[src/hw/rtl/brr_pkg.sv]
// Shared types and codes for the broadcast ring with reader heads.
// Used by brr_front, brr_queue, brr_back and the top level; depends on nothing.
`default_nettype none

package brr_pkg;

    typedef enum logic [1:0] {
        OP_REG   = 2'd0,
        OP_WRITE = 2'd1,
        OP_READ  = 2'd2,
        OP_NOP   = 2'd3
    } t_op;

    typedef struct packed {
        t_op         op;
        logic [15:0] id;
        logic [15:0] target;
        logic [63:0] payload;
    } t_cmd;

    localparam logic [2:0] ST_OK    = 3'd0;
    localparam logic [2:0] ST_FULL  = 3'd1;
    localparam logic [2:0] ST_NOREG = 3'd2;
    localparam logic [2:0] ST_EMPTY = 3'd3;
    localparam logic [2:0] ST_SKIP  = 3'd4;

    localparam int QUEUE_DEPTH = 2;

endpackage

`default_nettype wire

[src/hw/rtl/brr_queue.sv]
// Short command queue between front and back ends.
// Depends on brr_pkg.
`default_nettype none

module brr_queue
    import brr_pkg::*;
(
    input  wire logic i_clk,
    input  wire logic i_rst_n,
    input  wire logic i_push,
    output logic      o_ready,
    input  wire t_cmd i_cmd,
    output logic      o_valid,
    input  wire logic i_pop,
    output t_cmd      o_cmd
);

    localparam int PW = $clog2(QUEUE_DEPTH);
    localparam int CW = $clog2(QUEUE_DEPTH + 1);

    t_cmd          r_mem [QUEUE_DEPTH];
    logic [PW-1:0] r_wptr;
    logic [PW-1:0] r_rptr;
    logic [CW-1:0] r_count;
    logic          w_push;
    logic          w_pop;

    assign o_ready = r_count != CW'(QUEUE_DEPTH);
    assign o_valid = r_count != '0;
    assign o_cmd   = r_mem[r_rptr];
    assign w_push  = i_push && o_ready;
    assign w_pop   = i_pop && o_valid;

    always_ff @(posedge i_clk) begin
        if (!i_rst_n) begin
            r_wptr  <= '0;
            r_rptr  <= '0;
            r_count <= '0;
        end else begin
            if (w_push) begin
                r_wptr <= (r_wptr == PW'(QUEUE_DEPTH - 1)) ? '0 : r_wptr + PW'(1);
            end
            if (w_pop) begin
                r_rptr <= (r_rptr == PW'(QUEUE_DEPTH - 1)) ? '0 : r_rptr + PW'(1);
            end
            if (w_push && !w_pop) begin
                r_count <= r_count + CW'(1);
            end else if (w_pop && !w_push) begin
                r_count <= r_count - CW'(1);
            end
        end
    end

    always_ff @(posedge i_clk) begin
        if (w_push) begin
            r_mem[r_wptr] <= i_cmd;
        end
    end

endmodule

`default_nettype wire

[config.mk]
export PLATFORM = sky130hd
export DESIGN_NAME = brr_queue
export DESIGN_NICKNAME = d
export VERILOG_FILES = /design/src/hw/rtl/brr_pkg.sv /design/src/hw/rtl/brr_queue.sv
export SDC_FILE = /design/constraint.sdc
export NUM_CORES = 1
export LEC_CHECK = 0
export BUFFER_PORTS_ARGS = -buffer_cell sky130_fd_sc_hd__buf_2
export CORE_AREA = 2 2 114 172
export DETAILED_ROUTE_END_ITERATION = 12
export DIE_AREA = 0 0 116 174
export MAX_ROUTING_LAYER = met4
export REMOVE_ABC_BUFFERS = 1
export SLEW_MARGIN = 0
export SYNTH_ARGS = -nofsm -noshare
export SYNTH_HDL_FRONTEND = slang
export SYNTH_SLANG_ARGS = --single-unit
[constraint.sdc]
create_clock -name i_clk -period 6.4 [get_ports i_clk]
set_input_delay 0.64 -clock i_clk [delete_from_list [all_inputs] [get_ports i_clk]]
set_output_delay 0.64 -clock i_clk [all_outputs]
set_load 0.05 [all_outputs]
# After elaboration in Yosys (flattened, before gate mapping)
# Memory sizes are Yosys's and may differ from the RTL's. A register that Yosys moved wholly into a read port is not among the register bits.
# Cells that the tools add are included.
[word_totals]
reg_bits = 4
ram_bits = 196
out_inout_bits = 100
memories = 1
[mem_list]
columns = ["name", "words", "word_bits", "rd", "rd_ports_with_merged_regs", "wr", "line_no", "rtl"]
rows = [
  ["r_mem", 2, 98, 1, 1, 1, "brr_queue.sv:21", "t_cmd r_mem [QUEUE_DEPTH];"],
]
[op_classes]
n_addsub = 4
eq_ne = 1
n_mux = 8
n_reduce_logical = 8
[op_table]
columns = ["cell", "n"]
rows = [
  ["$mux 1", 6],
  ["$logic_and 1x1->1", 4],
  ["$mux 2", 2],
  ["$reduce_bool 2->1", 2],
  ["$add 1x1->1 const B", 2],
  ["$add 2x1->2 const B", 1],
  ["$logic_not 1->1", 2],
  ["$ne 2x2->1 const B", 1],
  ["$sub 2x1->2 const B", 1],
]

# Logic depth before layout (Yosys ltp)
[depth]
word_depth = 6
depth_mapped = 6
mapped_depth_nobuf = 6

# Worst setup path after synthesis
# No wires, ideal clock.
[synth_path]
path_type = "flip-flop to flip-flop"
from = "register r_count[0]"
to = "memory r_mem[1][0] in the netlist's numbering (enable)"
t_arrival_ns = 3.002
t_required_ns = 5.932
setup_slack_ns = 2.929
path_stages_with_launch = 3
n_path_buf = 0
synth_period_minus_slack_ns = 3.471
cell_sequence = "dfxtp_1 -> nand2b_4 -> and3_1"
[synth_via]
elab_chain_len = 4
[synth_rtl]
columns = ["element", "line_no", "rtl"]
rows = [
  ["start: declaration", "brr_queue.sv:24", "logic [CW-1:0] r_count;"],
  ["start signal: assignment", "brr_queue.sv:47", "r_count <= r_count + CW'(1);"],
  ["start signal: assignment", "brr_queue.sv:49", "r_count <= r_count - CW'(1);"],
  ["$ne 2x2->1", "brr_queue.sv:28", "assign o_ready = r_count != CW'(QUEUE_DEPTH);"],
  ["named net o_ready", "brr_queue.sv:11", "output logic o_ready,"],
  ["$logic_and 1x1->1", "brr_queue.sv:31", "assign w_push = i_push && o_ready;"],
  ["$mux 1", "brr_queue.sv:55", "if (w_push) begin"],
  ["$mux 1 (not written as such)", "brr_queue.sv:56", "r_mem[r_wptr] <= i_cmd;"],
  ["end: declaration", "brr_queue.sv:21", ""],
]
# The timed path passes the listed nets, and every way through them passes these cells.

==> flow_summary.ini <==
[synthesis]
seq_area_frac_synth = 0.8103
synth_compound_area_frac = 0.004743
syn-cell-area_um2 = 7387
ys_ff_latch = 201
synth_top_cell_by_area = edfxtp_1
synth_fa_ha_area_frac = 0.001694
synth.distinct_cells = 21
avgSynthCellArea_um2 = 22.45
synth_top_family_by_area = multiplexers
ys.warnings.count = 0
synth_simple_gate_area_frac = 0.008808
synth_cells = 329
netlist.area_leader.share = 0.7967
ys_top_cells_by_area = edfxtp_1, mux2_2, mux2_4, dfxtp_1, buf_6
synth_xor_area_frac = 0.003557
synthMuxAreaShare = 0.1596

[clocking]
clockBufferDepth = 3
numClockSinks = 201
clk_latency_ns = 0.47
clk_root_buffer_cell = clkbuf_16
post_cts_resized = 0
cts_tree = done
postCtsHoldBufs = 0
cts_inserted_buffers = 19
post_cts_buffers = 0
htreeDepth = 1
clk_pin_slew_ns = 0.07

[detailed_routing]
drc_errors = 0
wl_um = 14510
firstDrtPassIters = 4
wl_per_cell_um = 17.74
vias = 3741
via_per_inst = 4.573
drt-initial-drc-count = 123
antenna_left = 0

[sta]
fmax_ghz = 0.2993
skew_ns = 0.008488
drv_slew = 0
hold_viol = 0
final-setup-viol-count = 0
rsz0062_at_grt = no
slew_headroom = 0.4555
worstMarginPinSlew_ns = 0.8167
fin_hold_ws_ns = 0.3536
period_minus_slack_ns = 3.341
setup_tns_ns = 0
period_share = 0.5220

[place]
place_inst = 778
place_congestion = 0.7748
io_buffers = 201
dpl.hpwl_um = 9585

[cells_and_area]
final_util = 0.4937
fin_nets = 646
fill_cells = 1655
syn2layout_area_growth_pct = 25.47
layout-drive-gt1-share = 0.5982
fin_cells = 818

[grt]
gr-total-overflow = 0
grt_pass1_vias = 4106
grt_use_total = 0.1454
grt_max_degree = 59
antenna_found_initial = 7
grt_pass1_wl_um = 21720

[status]
outcome = complete, no violations

[min_path]
hold_class = primary input to flip-flop

[die]
core_area_um2 = 18770
io_pins = 202
die_area_um2 = 20180
fp.dieH_um = 174
rows = 62
start_util = 0.3935
fp.dieW_um = 116

[worst_setup_path]
worstPathArrival_ns = 2.70
path_class = flip-flop to output port
worstPathMaxFanout = 51
crit_path_end_kind = output port
critPathMaxStageDelay_ns = 0.77
critPathTopFamily = buffers and inverters
cp_slowest_cell = dfxtp_4
start_kind = flip-flop
required_ns = 5.76
cp_cell_sequence = buf_4, mux2_2, buf_2
path_buf_inv = 2

[pwr]
p_leak_nw = 3.452
ir_drop_mv = 0.3031
p_per_area_nw_per_um2 = 457.2

[flow_run]
maxCapViolCount = 0
==> registers in the layout (all words and copies together), names as in the netlist, named ones only <==
| register | cells |
|---|---|
| r_mem | 196 |
| r_count | 2 |
| r_rptr | 1 |
| r_wptr | 1 |
==> stage by stage <==
stage | total power, mW | cell area, um2 | setup WS [ns]
floorplan | 2.916 | 7307 | 2.385
global placement | 3.200 | 8667 | 3.540
detailed placement | 3.222 | 8667 | 3.492
CTS | 4.307 | 9251 | 2.971
global route | 4.417 | 9269 | 2.901
finish | 4.238 | 9269 | 3.059
==> final cells by class <==
class	instances	area (um2)	area share
timing repair buffer	204	1028	0.1110
inverter	1	6.256	0.0006749
multi-input combinational	116	1323	0.1427
sequential	201	5989	0.6462
clock buffer	23	490.5	0.05292
clock inverter	10	93.84	0.01012
tap	256	320.3	0.03456
antenna	7	17.52	0.001890
==> kinds of logic (layout without fill, tap and decap cells) <==
logic type,after synthesis,after routing
AOI/OAI and AO/OA,5,5
xor gates and xnor gates,3,3
other,0,7
muxes,98,98
buffers and inverters,12,238
DFF,201,201
adders and majority gates,1,1
and+or+nand+nor,9,9
==> worst register-to-register path, stage by stage (launching register included) <==
cell and delay (ns):
dfxtp_1 0.41, nand2b_4 0.19, and3_4 0.59, buf_4 0.74
==> final timing paths <==
kind | slack [ns] | to | startpoint | depth (start not counted)
hold reg to reg | 0.58 | r_count[1]$_SDFFE_PN0P_ | r_count[1]$_SDFFE_PN0P_ | 2
setup / recovery | 3.06 | o_cmd[93] | flip-flop | 3
setup reg to reg | 4.02 | r_mem[1][96]$_DFFE_PP_ | r_count[0]$_SDFFE_PN0P_ | 3
hold / removal | 0.35 | r_mem[0][75]$_DFFE_PP_ | i_cmd[75] | 1
==> where the power goes <==
part | leakage, nW | internal, mW | switching (mW)
clock | 0.287 | 0.624 | 0.444
sequential | 1.87 | 1.65 | 0.0854
combinational | 1.29 | 0.415 | 1.02
==> Yosys cell counts <==
cell type / instances
or2_2: 1
xor2_1: 1
or3_1: 1
o21ai_0: 1
dfxtp_1: 5
nand3b_1: 1
a21boi_1: 1
nand2b_4: 1
and2_1: 4
ha_1: 1
edfxtp_1: 196
buf_6: 4
o21ai_1: 1
inv_1: 1
xnor2_1: 2
mux2_4: 20
buf_2: 7
mux2_2: 78
a21boi_0: 1
a21bo_2: 1
and3_1: 1
==> metal layers <==
metal	part of all wire	up-vias	GRT usage
li1	-	1745	-
met3	0.057	29	0.03033
met2	0.57	125	0.2680
met4	0.027	0	0.06746
met1	0.34	1842	0.1416
met5	0	-	-
==> layout by cell type (no fill, tap or decap), drive strengths merged, types with 2 or more instances in the layout <==
cell,instances
o21ai,2
dfxtp,5
bufinv,2
mux2,98
buf,204
a21boi,2
xnor2,2
and2,4
edfxtp,196
clkinv,8
diode,7
clkbuf,23
(Power assumes the default switching activity.)
