--- config.mk ---
export PLATFORM = sky130hd
export DESIGN_NAME = brr_front
export DESIGN_NICKNAME = d
export VERILOG_FILES = /design/src/hw/rtl/brr_pkg.sv /design/src/hw/rtl/brr_front.sv
export SDC_FILE = /design/constraint.sdc
export NUM_CORES = 1
export LEC_CHECK = 0
export BUFFER_PORTS_ARGS = -buffer_cell sky130_fd_sc_hd__buf_2
export CORE_ASPECT_RATIO = 0.6
export CORE_MARGIN = 2
export CORE_UTILIZATION = 41
export DETAILED_ROUTE_END_ITERATION = 10
export MAX_ROUTING_LAYER = met4
export PLACE_DENSITY = 0.77
export SYNTH_ARGS = -nofsm -noshare
export SYNTH_HDL_FRONTEND = slang
export SYNTH_SLANG_ARGS = --single-unit
--- constraint.sdc ---
create_clock -name i_clk -period 2.26 [get_ports i_clk]
set_clock_uncertainty 0.15 [all_clocks]
set_input_delay 0.678 -clock i_clk [delete_from_list [all_inputs] [get_ports i_clk]]
set_output_delay 0.678 -clock i_clk [all_outputs]
set_load 0.03 [all_outputs]
--- src/hw/rtl/brr_pkg.sv ---
// Shared types and codes for the broadcast ring with reader heads.
// Used by brr_front, brr_queue, brr_back and the top level; depends on nothing.
`default_nettype none

package brr_pkg;

    typedef enum logic [1:0] {
        OP_REG   = 2'd0,
        OP_WRITE = 2'd1,
        OP_READ  = 2'd2,
        OP_NOP   = 2'd3
    } t_op;

    typedef struct packed {
        t_op         op;
        logic [15:0] id;
        logic [15:0] target;
        logic [63:0] payload;
    } t_cmd;

    localparam logic [2:0] ST_OK    = 3'd0;
    localparam logic [2:0] ST_FULL  = 3'd1;
    localparam logic [2:0] ST_NOREG = 3'd2;
    localparam logic [2:0] ST_EMPTY = 3'd3;
    localparam logic [2:0] ST_SKIP  = 3'd4;

    localparam int QUEUE_DEPTH = 2;

endpackage

`default_nettype wire

--- src/hw/rtl/brr_front.sv ---
// Front end: accepts request words, decodes the request kind into a command.
// Depends on brr_pkg.
`default_nettype none

module brr_front
    import brr_pkg::*;
(
    input  wire logic        i_clk,
    input  wire logic        i_rst_n,
    input  wire logic        i_valid,
    output logic             o_ready,
    input  wire logic [1:0]  i_req_type,
    input  wire logic [15:0] i_requester_id,
    input  wire logic [15:0] i_target_id,
    input  wire logic [63:0] i_payload,
    output logic             o_cmd_valid,
    input  wire logic        i_cmd_ready,
    output t_cmd             o_cmd
);

    logic r_valid;
    t_cmd r_cmd;
    t_op  w_op;

    always_comb begin
        unique case (i_req_type)
            2'd0:    w_op = OP_REG;
            2'd1:    w_op = OP_WRITE;
            2'd2:    w_op = OP_READ;
            default: w_op = OP_NOP;
        endcase
    end

    assign o_ready     = !r_valid || i_cmd_ready;
    assign o_cmd_valid = r_valid;
    assign o_cmd       = r_cmd;

    always_ff @(posedge i_clk) begin
        if (!i_rst_n) begin
            r_valid <= 1'b0;
        end else if (o_ready) begin
            r_valid <= i_valid;
        end
    end

    always_ff @(posedge i_clk) begin
        if (i_valid && o_ready) begin
            r_cmd.op      <= w_op;
            r_cmd.id      <= i_requester_id;
            r_cmd.target  <= i_target_id;
            r_cmd.payload <= i_payload;
        end
    end

endmodule

`default_nettype wire

* Yosys cells after proc, flatten, opt, wreduce, memory -nomap -nowiden
Index checks and enable logic that the tools add are counted.
** Operators by class
- Mux-type cells :: 1
- $lt $le $gt $ge :: 0
- Divide/modulo/power cells :: 0
- Reduce and logical (&&, ||, !) cells :: 4
- Multiply operators :: 0
- Equality and inequality tests :: 2
- Bitwise operators :: 0
- Shifts and indexed selects :: 0
- Add/subtract/negate cells :: 0
** Operator list (number)
- 2-bit one-hot mux with 3 select lines :: 1
- 2-bit by 1-bit equality test with 1-bit output, second input constant :: 1
- 2-bit equality test, second input constant :: 1
- 2-bit zero test :: 1
- 1-bit logical AND :: 1
- 1-bit zero test :: 1
- 1-bit logical OR :: 1
** Storage, ports and cells
- Latch bits :: 0
- Bits in writable memories :: 0
- Bits in read-only memories :: 0
- Memories :: 0
- Bits in registers :: 99

* Longest topological paths before layout
Gate-level depths: netlist of run 1.
- Depth after elaboration :: 3
- Mapped depth :: 2

* Worst setup path before layout of run 1
No wires, ideal clock.
- Kind :: input to register
- Start point :: in i_cmd_ready
- End point :: reg r_cmd, in the netlist o_cmd[0], enable pin
- Library setup time :: 388 ps
- Path buffers :: 0
- Arrival time :: 1644 ps
- Stages on the path :: 2
- Required time :: 1722 ps
- Setup slack :: 78 ps
- Cell sequence :: nand2b_4 and2_4
** Between the ends
- Word-level cells in the longest chain between the ends :: 2
** Ends and longest elaborated chain
- start: declaration :: RTL line brr_front.sv:17 : input wire logic i_cmd_ready,
- 1-bit logical OR :: RTL line brr_front.sv:34 : assign o_ready = !r_valid || i_cmd_ready;
- 1-bit logical AND :: RTL line brr_front.sv:47 : if (i_valid && o_ready) begin
- end: declaration :: RTL line brr_front.sv:22 : t_cmd r_cmd;
No other way between the ends.
A chain may end at the register's enable or synchronous reset.

* Final worst setup path of run 1
- Start point :: in i_cmd_ready
- End point :: out o_ready
** Between the ends
- Word-level cells in the longest chain between the ends :: 1
** Ends and longest elaborated chain
- 1-bit logical OR :: RTL line brr_front.sv:34
- end: declaration :: RTL line brr_front.sv:11 : output logic o_ready,
No other way between the ends.

==> results of run 1 <==
[cell type report]
| cell class | instances | area [µm²] | area share (%) |
|---|---|---|---|
| clock buffers | 11 | 233 | 5.18 |
| inverters | 1 | 3.75 | 0.0835 |
| repair buffers | 203 | 1050 | 23.3 |
| well taps | 91 | 114 | 2.53 |
| clock inverters | 5 | 101 | 2.26 |
| multi-input cells | 3 | 33.8 | 0.752 |
| flip-flops and latches | 99 | 2960 | 65.9 |
[per-stage QoR]
stage	power [mW]	hold WS [ps]
floorplan	2.47	556
global placement	2.66	339
detailed placement	2.67	344
CTS	4.36	352
global route	4.45	346
finish	4.31	348
[cells in the final DEF, fill, tap and decap left out, types with 2 or more instances in the layout]
cell type / count
bufinv_16: 3
edfxtp_1: 98
buf_2: 201
clkbuf_16: 9
buf_12: 2
clkbuf_1: 2
[flip-flops by register name, indices dropped and copies added, names as in the netlist]
signal,flops
o_cmd,98
o_cmd_valid,1
[metal layers]
layer  vias to the layer above  GRT usage, %
met5                         -             -
met4                         0          6.10
met3                         6          8.33
met2                       111          25.0
met1                       821          18.4
li1                        842             -
[cells by family (layout without fill, tap and decap cells)]
kind of cell	Yosys count	count (layout)
flops	99	99
buf+inv	3	220
simple gates	2	2
compound gates	1	1
[worst max-delay path by stage]
stage	startpoint	endpoint	slack, ps	cells after the start
2_1_floorplan	i_cmd_ready	o_cmd[0]	80	2
3_3_place_gp	i_cmd_ready	o_ready	350	3
3_5_place_dp	i_cmd_ready	o_ready	350	3
4_1_cts	i_cmd_ready	o_ready	350	3
5_1_grt	i_cmd_ready	o_ready	320	3
6_report	i_cmd_ready	o_ready	350	3
[report_power, final]
group	leakage (nW)	internal, mW	switching, mW
sequential	0.956	2.15	0.0246
clock	0.157	1.08	0.600
combinational	0.829	0.140	0.315
[worst max-delay path: stages]
cell	delay, ps
buf_2	90
nand2b_4	130
buf_2	170
==> results.md, run 1 <==
- Met3 Wirelength: ~740 µm
- Post-route setup TNS: 0 ps
- RR Startpoint: o_cmd_valid
- CTS sink cnt: 99
- Multiplexer share of the synthesized area: 0%
- Crit Reg-Reg Endpoint: o_cmd[36]
- Status: complete, no violations
- First DRT Iteration DRCs: 155
- Place WS: between 300 and 400 ps
- Compound-cell area share of the yosys netlist: less than 1%
- CTS Root Cell: clkbuf_16
- Cells after synthesis: 105
- Share of layout cells above drive strength 1: 68.0%
- Post-layout util: 62.6%
- Dominant cell by count in the synthesized netlist: edfxtp_1
- Fraction of registers with async set/reset: 0%
- Initial antenna violation count: 0
- First-pass GRT wire length: 9060 µm
- CTS Buf Count: 9
- Starting Density: 41.9%
- Met2 Wirelength: ~3200 µm
- Yosys cell types: 7
- Post-DP HPWL: 4680 µm
- Most common flop cell mapped by yosys: edfxtp_1
- Met1 wire length: 2350 µm
- Final Cycle Share: 84.4%
- Synthesized cell area: 0.00301 mm²
- Max-cap violations: 0
- Hold path startpoint: o_cmd_valid
- Worst vdd ir: 0.000551 V
- Cell area after layout: 0.00449 mm²
- Port Buf Inserts: 201
- Post-synth EDFFs: 98
- Total core area: 0.00718 mm²
- Clock transition at path regs: ~60 ps
- Die W: approximately 110 µm
- Grt ovf: 0
- Fillers: 518
- Setup crit start kind: input pin
- Setup Fix Bufs, Post-CTS: 0
- Simple logic cell fraction of the synthesized area: 0.749%
- Routed len/inst: 15.3 µm
- Diodes inserted: 0
- Worst-skew pair later-pin latency: 330 ps
- DP Cell Count: 397
- CTS max path bufs: 2
- Post-Synth Adder-Cell Area: 0%
- Synth area leader: edfxtp_1
- Nets: 419
- DRC: 0
- Rel. slew slack: 81.1%
- Via density: ~4.3
- Reg2reg path depth: 3
- Final hold violations: 0
- CTS Hold Bufs: 0
- GPL Wtd Cong: roughly 0.74
- Sequential area share after synthesis: a little over nine tenths
- Vias in the first global route: 1795
- Post-synth top area share: 97.8%
- FMAX: roughly 520 MHz
- Leakage: 1.94 nW
- Placed cell areas: 0.00416 mm²
- Reg-to-reg slack, setup: 910 ps
- Ys Warns: 0
- Final setup margin: 352 ps
- Top layer reached by signal wires: met4
- CP endpoint kind: primary output
- Avg Cell Area, Syn: 28.6 µm²
- Tot GR Track Use: roughly 16%
- Min Clock Period, post-route: 1910 ps
- Largest family of logic cells by synthesized area: simple AND/OR/NAND/NOR gates
- Largest net degree at the start of global routing: between 50 and 60
- P&R area growth vs syn: 49.4%
- Via count: 1780
- CTS-repair resized insts: 0
- Die area: 0.00806 mm²
- H-tree Lvls: 3
- Synth top cells by count: 98 x edfxtp_1, 2 x clkbuf_1
- Syn Nets: 207
- Worst path required time: around 1400 ps
- Cell Count, Final, Fillers Out: 413
- RSZ-0062 raised after global routing: no
- Synth Area in XOR/XNOR: 0%
- Largest cells by area after synthesis: edfxtp_1 98%, dfxtp_1 0.67%, nand2b_4 0.46%
- Largest fanout on the critical path: 3
- Hold path cells: 2
- # IOs: 202
- WS Path Type: input pin to primary output
- PwrDens: 958 mW/mm²
- Slew @ Worst Pin: about 280 ps
- Final antenna-violating net count: 0
- Max Slew Vio Count: 0
- CTS tree: yes
- Synthesized flop and latch total: 99
- Detailed Route WL: 6330 µm
- Std cell rows: 24
- Hold EP: o_cmd_valid
- Setup violators final: 0
- Detailed Routing Iterations Pass 1: 4
- CP arrival: 1080 ps
- Worst min path class: flip-flop to flip-flop
- Die H: 70.3 µm
Note: power is estimated with default switching activity, not from simulation.
==> run 2, diff against run 1 <==
Clock period 2.26 ns to 1.8 ns, I/O delays scaled along.
==> run 2 against run 1 <==
Net effect: die area stayed put; combinational power grew 26%; design area down 0.47%; non-clock buffer count up 1; hold slack worse by 120 ps; clock power is 15% higher; cell count is 0.24% lower; flip-flop and latch count stayed put; critical path type unchanged; critical endpoint unchanged; largest cell class unchanged; largest power group unchanged.
==> results.md, run 2 (same netlist as run 1, synthesis figures left out) <==
- Post-route setup TNS: 0 ps (unchanged)
- Reg-to-reg slack, setup: 460 ps (-450 ps)
- Max Slew Vio Count: 0 (unchanged)
- GPL Wtd Cong: 0.764 (+3.6%)
- Register area: 0.00296 mm² (unchanged)
- CP endpoint kind: primary output
- Share of layout cells above drive strength 1: 68.8% (+0.83 points)
- DRC: 0 (unchanged)
- CTS tree: yes
- Initial antenna violation count: 0 (unchanged)
- Via density: 4.37 (+1.3%)
- Reg2reg path depth: 3 (unchanged)
- Setup violators final: 0 (unchanged)
- Min Clock Period, post-route: 1640 ps
- Routed len/inst: 15.4 µm (+0.32%)
- Die W: 115 µm (unchanged)
- Total power: 5.23 mW (+22%)
- Setup Fix Bufs, Post-CTS: 0 (unchanged)
- First DRT Iteration DRCs: 90 (-42%)
- # IOs: 202 (unchanged)
- Nets: 420 (+0.24%)
- P&R area growth vs syn: 48.7%
- CTS Hold Bufs: 0 (unchanged)
- Die H: 70.3 µm (unchanged)
- Slew @ Worst Pin: 235 ps (-48.8 ps)
- CTS Buf Count: 9 (unchanged)
- Fillers: 549 (+6.0%)
- Hold EP: o_cmd[52]
- H-tree Lvls: 3 (unchanged)
- Placed cell areas: 0.00417 mm² (+0.18%)
- Worst vdd ir: 0.000747 V (+35%)
- Worst path required time: 1110 ps (-320 ps)
- CP arrival: 950 ps (-130 ps)
- CTS max path bufs: 2 (unchanged)
- CTS-repair resized insts: 0 (unchanged)
- Tot GR Track Use: 16.1% (-0.17 points)
- Worst-skew pair later-pin latency: 330 ps (about the same)
- Hold path cells: 1 (-1)
- CTS sink cnt: 99 (unchanged)
- Area of the multi-input gates: 33.8 µm² (unchanged)
- Largest register FFs: 98 (unchanged)
- Std cell rows: 24 (unchanged)
- Largest net degree at the start of global routing: 45 (-17%)
- DP Cell Count: 398 (+0.25%)
- Hold path startpoint: i_payload[52]
- Grt ovf: 0 (unchanged)
- Starting Density: 41.9% (unchanged)
- RSZ-0062 raised after global routing: no
- Crit Reg-Reg Endpoint: o_cmd[86]
- Port Buf Inserts: 201 (unchanged)
- RR Startpoint: o_cmd_valid
- Final hold violations: 0 (unchanged)
- PwrDens: 1170 mW/mm² (+22%)
- Vias in the first global route: 1834 (+2.2%)
- Most frequent cells in the layout: 201 x buf_2, 98 x edfxtp_1, 9 x clkbuf_16
- Setup crit start kind: input pin
- Leakage: 1.93 nW (-0.47%)
- Diodes inserted: 0 (unchanged)
- Max-cap violations: 0 (unchanged)
- Commonest non-fill, non-tap cell in the layout: buf_2
- Clock transition at path regs: 60 ps (about the same)
- Rel. slew slack: 84.3% (+3.3 points)
- Hold_ws: 233 ps (-115 ps)
- CTS Root Cell: clkbuf_16
- Cell area after layout: 0.00447 mm² (-0.47%)
- Detailed Route WL: 6330 µm (about the same)
- First-pass GRT wire length: 9040 µm (-0.22%)
- Largest fanout on the critical path: 3 (unchanged)
- Worst min path class: input pin to flip-flop
- Final Cycle Share: between 90% and 100%
- Total core area: 0.00718 mm² (unchanged)
- Detailed Routing Iterations Pass 1: 4 (unchanged)
- Status: complete, no violations
- Cell Count, Final, Fillers Out: 412 (-0.24%)
- Post-DP HPWL: 4890 µm (+4.4%)
- Via count: 1799 (+1.1%)
- Die area: 0.00806 mm² (unchanged)
- WS Path Type: input pin to primary output
- Final antenna-violating net count: 0 (unchanged)
- FMAX: around 610 MHz
run 2: per-layer routing:
| layer | GRT usage [%] | wire (µm) |
|---|---|---|
| met5 | - | 0 |
| met4 | 5.69 | 72 |
| met3 | 7.20 | 694 |
| met2 | 25.8 | 3200 |
| met1 | 18.1 | 2370 |
run 2: layout make-up:
type,count,share of cell area [%]
Clock buffer,9,5.03
Clock inverter,5,1.79
Inverter,1,0.0839
Multi-Input combinational cell,3,0.755
Sequential cell,99,66.2
Tap cell,91,2.55
Timing Repair Buffer,204,23.6
run 2: worst max path at each step:
stage                      startpoint        end  slack (ps)  cells past startpoint
after floorplan           i_cmd_ready   o_cmd[0]        -240                      2
after global placement    i_cmd_ready  o_cmd[40]         150                      4
after detailed placement  i_cmd_ready  o_cmd[40]         120                      4
after CTS                 o_cmd_valid    o_ready         140                      2
after global routing      o_cmd_valid    o_ready         120                      2
final                     i_cmd_ready    o_ready         160                      3
run 2: worst max-delay path: stages:
cell and delay (ps):
buf_2 100, nand2b_4 140, buf_2 170
run 2: power breakdown:
group          switching [mW]  internal, mW  total (mW)
Sequential             0.0299          2.69        2.72
Clock                   0.735          1.20        1.93
Combinational           0.397         0.178       0.575
Total                    1.16          4.07        5.23
run 2: per-stage QoR:
step / setup slack (ps) / utilization (%)
after floorplan: -244 / -
after global placement: 150 / 58.1
after detailed placement: 120 / 58.1
after CTS: 143 / 62.3
after global routing: 120 / 62.3
final: 158 / 62.3
